`src/sv/pdc_pkg.sv`:
```
// Shared types, constants and the byte-wide CRC-32 update for the packet deframer.
`default_nettype none
package pdc_pkg;

  localparam int WINDOW_W = 5;
  localparam int POS_W    = 17;
  localparam int TDATA_W  = 80;

  localparam logic [WINDOW_W-1:0] MAX_WINDOW_RESET = 5'd31;
  localparam logic [POS_W-1:0]    POS_MAX          = '1;
  localparam logic [7:0]          TR_CLEAR_MASK    = 8'hDF;
  localparam logic [31:0]         CRC_POLY         = 32'hEDB88320;
  localparam logic [31:0]         CRC_INIT         = 32'hFFFFFFFF;

  // Byte positions inside the datagram.
  localparam logic [POS_W-1:0] POS_SEQ       = 17'd1;
  localparam logic [POS_W-1:0] POS_STAMP     = 17'd4;
  localparam logic [POS_W-1:0] POS_HDR_END   = 17'd8;
  localparam logic [POS_W-1:0] POS_HCRC_LAST = 17'd11;
  localparam logic [POS_W-1:0] POS_HCRC_END  = 17'd12;

  typedef enum logic [1:0] {
    STATUS_OK           = 2'd0,
    STATUS_BAD_WINDOW   = 2'd1,
    STATUS_CRC_MISMATCH = 2'd2,
    STATUS_BAD_LENGTH   = 2'd3
  } status_t;

  typedef struct packed {
    logic [7:0]          payload_byte;
    logic                payload_valid;
    logic                frame_done;
    status_t             status;
    logic [1:0]          packet_type;
    logic                truncated_flag;
    logic [WINDOW_W-1:0] window_out;
    logic [7:0]          sequence_number;
    logic [15:0]         payload_length;
    logic [31:0]         time_stamp;
  } result_t;

  // Reflected CRC-32 advanced by one byte, least significant bit first.
  function automatic logic [31:0] crc32_byte(input logic [31:0] crc, input logic [7:0] b);
    logic [31:0] c;
    c = crc ^ {24'd0, b};
    for (int k = 0; k < 8; k++) begin
      c = (c >> 1) ^ (CRC_POLY & {32{c[0]}});
    end
    return c;
  endfunction

endpackage
`default_nettype wire

```
`src/sv/pdc_parse.sv`:
```
// Per-datagram parse state, header capture, CRC checks and result formation.
`default_nettype none
module pdc_parse (
  input  wire logic                         clk,
  input  wire logic                         rst,
  input  wire logic                         step,
  input  wire logic [7:0]                   data_byte,
  input  wire logic                         last_byte,
  input  wire logic                         cfg_we,
  input  wire logic [pdc_pkg::WINDOW_W-1:0] cfg_data,
  output pdc_pkg::result_t                  result
);
  import pdc_pkg::*;

  logic [WINDOW_W-1:0] max_window;
  logic [POS_W-1:0]    pos;
  logic [31:0]         running_crc;
  logic [31:0]         received_crc;
  logic [7:0]          first_hdr;
  logic [7:0]          seq_store;
  logic [15:0]         length_store;
  logic [31:0]         stamp_store;
  status_t             first_error;

  logic [POS_W-1:0]    pos_next;
  logic [31:0]         running_crc_next;
  logic [31:0]         received_crc_next;
  logic [7:0]          first_hdr_next;
  logic [7:0]          seq_store_next;
  logic [15:0]         length_store_next;
  logic [31:0]         stamp_store_next;
  status_t             first_error_next;

  status_t             new_err;
  logic [31:0]         rx_word;
  logic                crc_bad;
  logic [POS_W-1:0]    len_ext;
  logic [POS_W-1:0]    pay_end;
  logic [POS_W-1:0]    len_upd_ext;
  logic                ok_end;
  logic                in_payload;

  assign rx_word = {received_crc[23:0], data_byte};
  assign crc_bad = (~running_crc) != rx_word;
  assign len_ext = {1'b0, length_store};
  assign pay_end = POS_HCRC_END + len_ext;

  always_comb begin
    running_crc_next  = running_crc;
    received_crc_next = received_crc;
    first_hdr_next    = first_hdr;
    seq_store_next    = seq_store;
    length_store_next = length_store;
    stamp_store_next  = stamp_store;
    new_err           = STATUS_OK;
    in_payload        = 1'b0;

    if (pos < POS_HDR_END) begin
      running_crc_next = crc32_byte(running_crc,
                                    (pos == '0) ? (data_byte & TR_CLEAR_MASK) : data_byte);
      if (pos == '0) begin
        first_hdr_next = data_byte;
        if (data_byte[WINDOW_W-1:0] > max_window) begin
          new_err = STATUS_BAD_WINDOW;
        end
      end else if (pos == POS_SEQ) begin
        seq_store_next = data_byte;
      end else if (pos < POS_STAMP) begin
        length_store_next = {length_store[7:0], data_byte};
      end else begin
        stamp_store_next = stamp_store | ({24'd0, data_byte} << {pos[1:0], 3'b000});
      end
    end else if (pos < POS_HCRC_END) begin
      received_crc_next = rx_word;
      if (pos == POS_HCRC_LAST) begin
        if (crc_bad) begin
          new_err = STATUS_CRC_MISMATCH;
        end
        running_crc_next  = CRC_INIT;
        received_crc_next = '0;
      end
    end else if (length_store != '0 && pos < pay_end) begin
      running_crc_next = crc32_byte(running_crc, data_byte);
      in_payload       = 1'b1;
    end else if (length_store != '0 && pos < pay_end + POS_W'(4)) begin
      received_crc_next = rx_word;
      if (pos == pay_end + POS_W'(3) && crc_bad) begin
        new_err = STATUS_CRC_MISMATCH;
      end
    end

    first_error_next = first_error;
    if (first_error == STATUS_OK) begin
      first_error_next = new_err;
    end

    if (pos != POS_MAX) begin
      pos_next = pos + POS_W'(1);
    end else begin
      pos_next = pos;
    end
  end

  // End-of-datagram check uses the length as updated by this very byte.
  always_comb begin
    len_upd_ext = {1'b0, length_store_next};
    if (length_store_next == '0) begin
      ok_end = (pos == POS_HCRC_LAST);
    end else begin
      ok_end = (pos == POS_HCRC_LAST + len_upd_ext) ||
               (pos == POS_HCRC_LAST + POS_W'(4) + len_upd_ext);
    end
  end

  always_comb begin
    result               = '0;
    result.payload_valid = in_payload;
    result.payload_byte  = in_payload ? data_byte : 8'd0;
    if (last_byte) begin
      result.frame_done      = 1'b1;
      result.status          = (first_error_next != STATUS_OK) ? first_error_next :
                               (ok_end ? STATUS_OK : STATUS_BAD_LENGTH);
      result.packet_type     = first_hdr_next[7:6];
      result.truncated_flag  = first_hdr_next[5];
      result.window_out      = first_hdr_next[WINDOW_W-1:0];
      result.sequence_number = seq_store_next;
      result.payload_length  = length_store_next;
      result.time_stamp      = stamp_store_next;
    end
  end

  always_ff @(posedge clk) begin
    if (rst) begin
      max_window <= MAX_WINDOW_RESET;
    end else if (cfg_we) begin
      max_window <= cfg_data;
    end
  end

  // Every datagram starts from the reset state once its last byte is taken.
  always_ff @(posedge clk) begin
    if (rst || (step && last_byte)) begin
      pos          <= '0;
      running_crc  <= CRC_INIT;
      received_crc <= '0;
      first_hdr    <= '0;
      seq_store    <= '0;
      length_store <= '0;
      stamp_store  <= '0;
      first_error  <= STATUS_OK;
    end else if (step) begin
      pos          <= pos_next;
      running_crc  <= running_crc_next;
      received_crc <= received_crc_next;
      first_hdr    <= first_hdr_next;
      seq_store    <= seq_store_next;
      length_store <= length_store_next;
      stamp_store  <= stamp_store_next;
      first_error  <= first_error_next;
    end
  end

endmodule
`default_nettype wire

```
`src/sv/pdc_out_stage.sv`:
```
// Output register that holds one result beat and frees itself when it is taken.
`default_nettype none
module pdc_out_stage (
  input  wire logic             clk,
  input  wire logic             rst,
  input  wire logic             in_valid,
  output logic                  in_ready,
  input  pdc_pkg::result_t      in_result,
  output logic                  out_valid,
  input  wire logic             out_ready,
  output pdc_pkg::result_t      out_result
);
  import pdc_pkg::*;

  result_t held;
  logic    valid;

  // The register can load whenever it is empty or is being emptied this cycle.
  assign in_ready   = !valid || out_ready;
  assign out_valid  = valid;
  assign out_result = held;

  always_ff @(posedge clk) begin
    if (rst) begin
      valid <= 1'b0;
    end else if (in_ready) begin
      valid <= in_valid;
    end
  end

  always_ff @(posedge clk) begin
    if (in_valid && in_ready) begin
      held <= in_result;
    end
  end

endmodule
`default_nettype wire

```
`src/sv/packet_deframer_crc32.sv`:
```
// Top level of the byte-serial packet deframer with header and payload CRC-32 checks.
// Usage:
// Datagram bytes enter on the s_axis channel, one byte per beat, with s_axis_tlast
// on the final byte. Every accepted beat produces exactly one m_axis beat.
// On payload bytes m_axis_tuser is set and the byte appears in the low tdata bits.
// On the beat that answers the final byte m_axis_tlast is set and tdata carries the
// status and the header fields; all those fields read zero on other beats.
// The result of a byte is registered at the edge that accepts it.
// Throughput is one byte per cycle while the receiver takes each beat; the byte-wide
// CRC-32 update and header capture sit between the parse state registers and the output register.
// When the receiver stalls, the output register holds its beat and s_axis_tready
// drops only while that register is full and not being taken.
// Reset clears the parse state, empties the output register and sets max_window to 31.
// The user must write max_window via cfg_we/cfg_data only while no datagram is in flight; unenforced.
`default_nettype none
module packet_deframer_crc32 (
  input  wire logic                         clk,
  input  wire logic                         rst,
  input  wire logic                         cfg_we,
  input  wire logic [pdc_pkg::WINDOW_W-1:0] cfg_data,       // max_window
  input  wire logic                         s_axis_tvalid,
  output logic                              s_axis_tready,
  input  wire logic [7:0]                   s_axis_tdata,   // data_byte
  input  wire logic                         s_axis_tlast,   // last_byte
  output logic                              m_axis_tvalid,
  input  wire logic                         m_axis_tready,
  // From bit 0 up: payload_byte[7:0], status[9:8], packet_type[11:10],
  // truncated_flag[12], window_out[17:13], sequence_number[25:18],
  // payload_length[41:26], time_stamp[73:42], zero fill[79:74].
  output logic [pdc_pkg::TDATA_W-1:0]       m_axis_tdata,
  output logic                              m_axis_tuser,   // payload_valid
  output logic                              m_axis_tlast    // frame_done
);
  import pdc_pkg::*;

  result_t step_result;
  result_t out_result;
  logic    step;

  // A byte advances the parser only on the beat that the output stage accepts.
  assign step = s_axis_tvalid && s_axis_tready;

  pdc_parse u_parse (
    .clk       (clk),
    .rst       (rst),
    .step      (step),
    .data_byte (s_axis_tdata),
    .last_byte (s_axis_tlast),
    .cfg_we    (cfg_we),
    .cfg_data  (cfg_data),
    .result    (step_result)
  );

  pdc_out_stage u_out (
    .clk        (clk),
    .rst        (rst),
    .in_valid   (s_axis_tvalid),
    .in_ready   (s_axis_tready),
    .in_result  (step_result),
    .out_valid  (m_axis_tvalid),
    .out_ready  (m_axis_tready),
    .out_result (out_result)
  );

  // Pack the registered result onto the stream fields.
  assign m_axis_tdata = {6'd0,
                         out_result.time_stamp,
                         out_result.payload_length,
                         out_result.sequence_number,
                         out_result.window_out,
                         out_result.truncated_flag,
                         out_result.packet_type,
                         out_result.status,
                         out_result.payload_byte};
  assign m_axis_tuser = out_result.payload_valid;
  assign m_axis_tlast = out_result.frame_done;

endmodule
`default_nettype wire
```
`config.mk`:
```
export PLATFORM = sky130hd
export DESIGN_NAME = packet_deframer_crc32
export DESIGN_NICKNAME = d
export VERILOG_FILES = /design/src/sv/pdc_pkg.sv /design/src/sv/pdc_parse.sv /design/src/sv/pdc_out_stage.sv /design/src/sv/packet_deframer_crc32.sv
export SDC_FILE = /design/constraint.sdc
export NUM_CORES = 1
export LEC_CHECK = 0
export BUFFER_PORTS_ARGS = -buffer_cell sky130_fd_sc_hd__buf_2
export CAP_MARGIN = 0
export CORE_MARGIN = 3
export CORE_UTILIZATION = 25
export CTS_BUF_LIST = sky130_fd_sc_hd__clkbuf_4 sky130_fd_sc_hd__clkbuf_8
export DETAILED_ROUTE_END_ITERATION = 8
export GPL_TIMING_DRIVEN = 0
export PLACE_DENSITY = 0.46
export SLEW_MARGIN = 40
export SYNTH_ARGS = -nofsm -noshare
export SYNTH_HDL_FRONTEND = slang
export SYNTH_HIERARCHICAL = 1
export SYNTH_SLANG_ARGS = --single-unit
export TNS_END_PERCENT = 5
```
`constraint.sdc`:
```
create_clock -name clk -period 10.6 [get_ports clk]
set_input_delay 2.12 -clock clk [delete_from_list [all_inputs] [get_ports clk]]
set_output_delay 2.12 -clock clk [all_outputs]
set_load 0.1 [all_outputs]
```
# Word-level counts from Yosys, hierarchy flattened
# Cells that the tools add are included.
# word_totals
register_bits	221
inputBits	19
elab_cells	121
# classes
addsub	6
order_cmp	6
n_eq_ne	9
shifts	1
mux	39
bitwise	21
reduce_logical	19
# ops
cell	count
31-bit by 32-bit bitwise XOR with 32-bit output	16
32-bit 2-to-1 mux	8
24-bit 2-to-1 mux	4
67-bit 2-to-1 mux	1
16-bit 2-to-1 mux	4
32-bit by 8-bit bitwise XOR with 32-bit output	2
4-bit by 16-bit adder with 17-bit output (first input constant)	3
17-bit == test	3
8-bit 2-to-1 mux	5
17-bit less-than comparator	2
17-bit by 4-bit less-than comparator with 1-bit output (second input constant)	2
32-bit != test	1
32-bit inverter	1
32-bit OR	1
8-bit by 5-bit left shift with 32-bit output	1
2-bit 2-to-1 mux	10
17-bit by 1-bit adder with 17-bit output (second input constant)	1
17-bit by 2-bit adder with 17-bit output (second input constant)	1
17-bit by 3-bit adder with 17-bit output (second input constant)	1
17-bit by 1-bit == test with 1-bit output (second input constant)	1
17-bit by 4-bit == test with 1-bit output (second input constant)	1
17-bit zero test	1
17-bit by 3-bit less-than comparator with 1-bit output (second input constant)	1
17-bit != test (second input constant)	1
17 further kinds	29

# Logic depth before layout (Yosys ltp)
# logic_depth
word_depth	13
ltp_mapped	21

# Hierarchy
# Netlist, hierarchy kept.
# modules_own_cells
module	n_inst	cells_per_inst	area_per_inst_um2	seq_area_each_um2
pdc_parse	1	1470	11220.8	2882.8
pdc_out_stage	1	81	2337.2	2302.2
packet_deframer_crc32	1	8	55.1	0.0

# Least setup slack after synthesis
# Ideal clock, no wire load.
# synth_timing
kind	flip-flop to flip-flop
startpoint	register u_parse.length_store[2]
endpoint	register u_parse.received_crc[5]
arrival_time_ns	4.957
setup_slack_ns	5.573
stages_incl_launch_ff	22
path_buffers	5
synth_period_minus_slack_ns	5.027
cell_sequence	dfxtp_1 -> clkbuf_1 -> buf_1 -> inv_1 -> ha_1 -> buf_6 -> or3_4 -> or4b_4 -> a311oi_4 -> nand2b_1 -> xnor2_1 -> ha_1 -> and4_1 -> a21oi_1 -> a21oi_1 -> a2111oi_0 -> nand3_1 -> a211oi_1 -> buf_2 -> buf_4 -> nand3_1 -> a21oi_1
# synth_between
elab_chain_len	6
word_cells_on_any_way	10
classes_between	add/sub: 2; order compare: 2; eq/ne: 1; reduce/logical: 5
# synth_rtl
element	line_no	rtl
from (decl)	pdc_parse.sv:21	logic [15:0] length_store;
from (signal assigned)	pdc_parse.sv:157	length_store <= length_store_next;
4-bit by 16-bit adder with 17-bit output	pdc_parse.sv:46	assign pay_end = POS_HCRC_END + len_ext;
17-bit by 3-bit adder with 17-bit output	pdc_parse.sv:85	end else if (length_store != '0 && pos < pay_end + POS_W'(4)) begin
17-bit less-than comparator	pdc_parse.sv:85	
1-bit logical AND	pdc_parse.sv:85	
2-bit nonzero test (no line)	-	
4-bit AND reduction (no line) (*)	-	
to (signal assigned)	pdc_parse.sv:154	received_crc <= received_crc_next;
to (decl)	pdc_parse.sv:18	logic [31:0] received_crc;
# Every way passes the cells marked *; elsewhere a longest branch is shown, timed or not.
# A chain may end at the register's enable or synchronous reset.

# Final worst setup path
# Ends and elaborated chain as after synthesis.

==> results.txt <==
GP Congestion = 0.9305
Worst skew pair latency = 0.63 ns
Syn. warnings = 6
Sw Ratio = 35.26%
Post-layout minimum cycle time = 7.142 ns
Power Internal = 0.001684 W
Die span in x = 239.4 µm
Drt pass-1 iters = 5
Initial antenna violation count = 2
Wire length per cell = 20.90 µm
Sequential share of power = 36.8%
Initial core utilization = 25.60%
Slew headroom = 40.46%
Multi-input gate area = 7844 µm²
Sequential area share after synthesis = 38.09%
Largest net degree at the start of global routing = 45
Mapped Area = 13610 µm²
RSZ-0062 raised after global routing = false
Startpoint Class = flip-flop
CTS buffer count = 43
Maximum clock path buffer count = 3
HP Class = flip-flop to flip-flop
Overflow after GRT = 0
Nets = 1768
CTS Hold Bufs = 0
Worst Setup End Kind = flip-flop
Yosys top cell by area = dfxtp_1
Tot Pwr = 0.002602 W
Die ar. = 57290 µm²
Clock power frac = 34.9%
Avg Cell Area, Syn = 8.732 µm²
Hold Vio Cnt, Final = 0
Core Util, Final = 30.00%
Core outline area = 53180 µm²
Final Hold Slack = 0.4507 ns
Synth Register Bits = 221
CP max FO = 10
Worst slew pin tran = 0.8931 ns
Layout cells sized above 1 = 13.87%
Gate Count Post-Synth = 1559
Rows = 84
Die height = 239.4 µm
Drt drc = 0
Final period utilization = 67.38%
WP data required = 11.11 ns
Setup Fix Bufs, Post-CTS = 0
Net Sw Power = 0.0009174 W
DR vias/cell = 5.014
I/O pin count = 103
CTS tree = done
DRT antenna net count = 0
Top post-synthesis cells by count = nand2_1, dfxtp_1, xnor2_1
Area growth, synth to finish = 17.22%
Final setup vio count = 0
H-Tree Depth = 2
Setup TNS = 0 ns
Leak = 5.815 nW
CP Class = flip-flop to flip-flop
Global-route wire length before repair = 75.23 mm
Status = completed
Top post-synthesis cells by area = dfxtp_1, edfxtp_1, xnor2_1, xor2_1, ha_1
Number of global-route vias before repair = 12161
Via count = 12163
Post-synthesis cell type count = 80
Comb pwr share = 28.3%
Fmax achieved = 0.1400 GHz
Synth Flop Type = dfxtp_1
PortBufs = 93
Number of enable flip-flop cells after synthesis = 76
Seq. cell area = 5185 µm²
Post-synth ARST share = 0%
CTS root buf = clkbuf_8
Clock sinks = 221
Most common cell in the netlist = nand2_1
Dpl cell area = 15040 µm²
Final instance area = 15960 µm²
All-Layer GR Usage = 17.42%
Routed wire length = 50.69 mm
Peak VDD IR = 0.00007419 V
Arrival time worst endpoint = 7.65 ns
Slew Viols, Final = 0
Total power per unit cell area = 163.1 nW/µm²
Post-CTS sizing = 0
Worst clock skew = 0.04717 ns
# fillers = 5724
1st-iter DRT viols = 893
Area share of the largest cell type after synthesis = 21.32%
Clock-pin slew on the worst setup and hold paths = 0.06 ns
DP HPWL = 37.47 mm
Max_cap viols = 0
[worst paths after layout]
path	start	end	slack, ns	cells past startpoint
setup reg to reg	u_parse/length_store[2]	u_parse/received_crc[5]	3.46	21
hold reg to reg	u_parse/first_hdr[0]	u_parse/first_hdr[0]	0.45	2
setup / recovery	u_parse/length_store[2]	u_parse/received_crc[5]	3.46	21
hold / removal	u_parse/first_hdr[0]	u_parse/first_hdr[0]	0.45	2
[area by class of cell]
cell class / count / area share [%]
Clock buffer: 57 / 4.446
Clock inverter: 22 / 1.121
Timing Repair Buffer: 94 / 3.042
Antenna cell: 1 / 0.01568
Multi-Input combinational cell: 1183 / 49.16
Tap cell: 688 / 5.395
Buffer: 128 / 3.576
Sequential cell: 221 / 32.49
Inverter: 32 / 0.7528
[critical path: stages, from the launching register on]
cell and delay (ns):
dfxtp_1 0.54, clkbuf_1 0.46, buf_1 0.63, inv_1 0.26
ha_1 0.28, buf_6 0.14, or3_4 0.35, or4b_4 0.51
a311oi_4 0.47, nand2b_1 0.24, xnor2_1 0.24, ha_1 0.28
and4_1 0.22, a21oi_1 0.14, a21oi_1 0.08, a2111oi_1 0.62
nand3_1 0.31, a211oi_1 0.51, buf_2 0.29, buf_4 0.19
nand3_1 0.10, a21oi_1 0.19
[through the flow]
step	std cells	worst slack [ns]
global placement	2345	3.247
global route	2426	3.109
finish	2426	3.458
CTS	2425	3.446
floorplan	1564	5.573
detailed placement	2346	3.485
[layout by cell type, fill, tap and decap left out, drive strengths merged, types with 12 or more instances in the layout]
| cell type | count |
|---|---|
| a21boi | 25 |
| a21oi | 106 |
| a31oi | 41 |
| and2 | 12 |
| buf | 138 |
| clkbuf | 141 |
| clkinv | 17 |
| dfxtp | 145 |
| edfxtp | 76 |
| ha | 46 |
| inv | 33 |
| mux2i | 31 |
| nand2 | 148 |
| nand2b | 37 |
| nand3 | 59 |
| nand4 | 24 |
| nor2 | 119 |
| nor2b | 59 |
| nor3 | 43 |
| nor4 | 27 |
| o211ai | 24 |
| o21ai | 37 |
| o22ai | 13 |
| xnor2 | 137 |
| xor2 | 88 |
[state kept, by name (all words and copies together), names as in the netlist]
register and cells:
u_out/out_result 76, u_out/out_valid 1, u_parse/first_error 2, u_parse/first_hdr 8, u_parse/length_store 16, u_parse/max_window 5
u_parse/pos 17, u_parse/received_crc 24, u_parse/running_crc 32, u_parse/seq_store 8, u_parse/stamp_store 32
[logic make-up (layout without fill, tap and decap cells)]
family	count (synthesis)	after routing	synth area share [%]
DFF	221	221	38.09
AOI/OAI and AO/OA	304	304	14.18
and+or+nand+nor	565	565	20.89
other	1	7	0.02755
xor gates and xnor gates	227	227	14.97
adders and majority gates	47	47	4.301
buffers and inverters	160	333	5.009
muxes	34	34	2.528
[layer usage]
layer  share of wire [%]  track usage, %  routed length (µm)  vias to the layer above
met5                   0               0                   0                        -
li1                    -               -                   -                     5738
met4                 3.1           6.157                1559                        0
met3                 5.7           3.408                2883                       93
met2                  46           27.68               23110                      375
met1                  46           23.59               23140                     5957
[power by group through the flow]
stage / registers [W] / clock network (W) / logic, W
3_5_place_dp: 0.000975 / 0 / 0.000731
3_3_place_gp: 0.000974 / 0 / 0.000725
6_report: 0.000957 / 0.000908 / 0.000737
5_1_grt: 0.000960 / 0.000982 / 0.000796
2_1_floorplan: 0.00108 / 0 / 0.000462
4_1_cts: 0.000957 / 0.000946 / 0.000734
No activity file was read; power rests on OpenSTA's default activity.
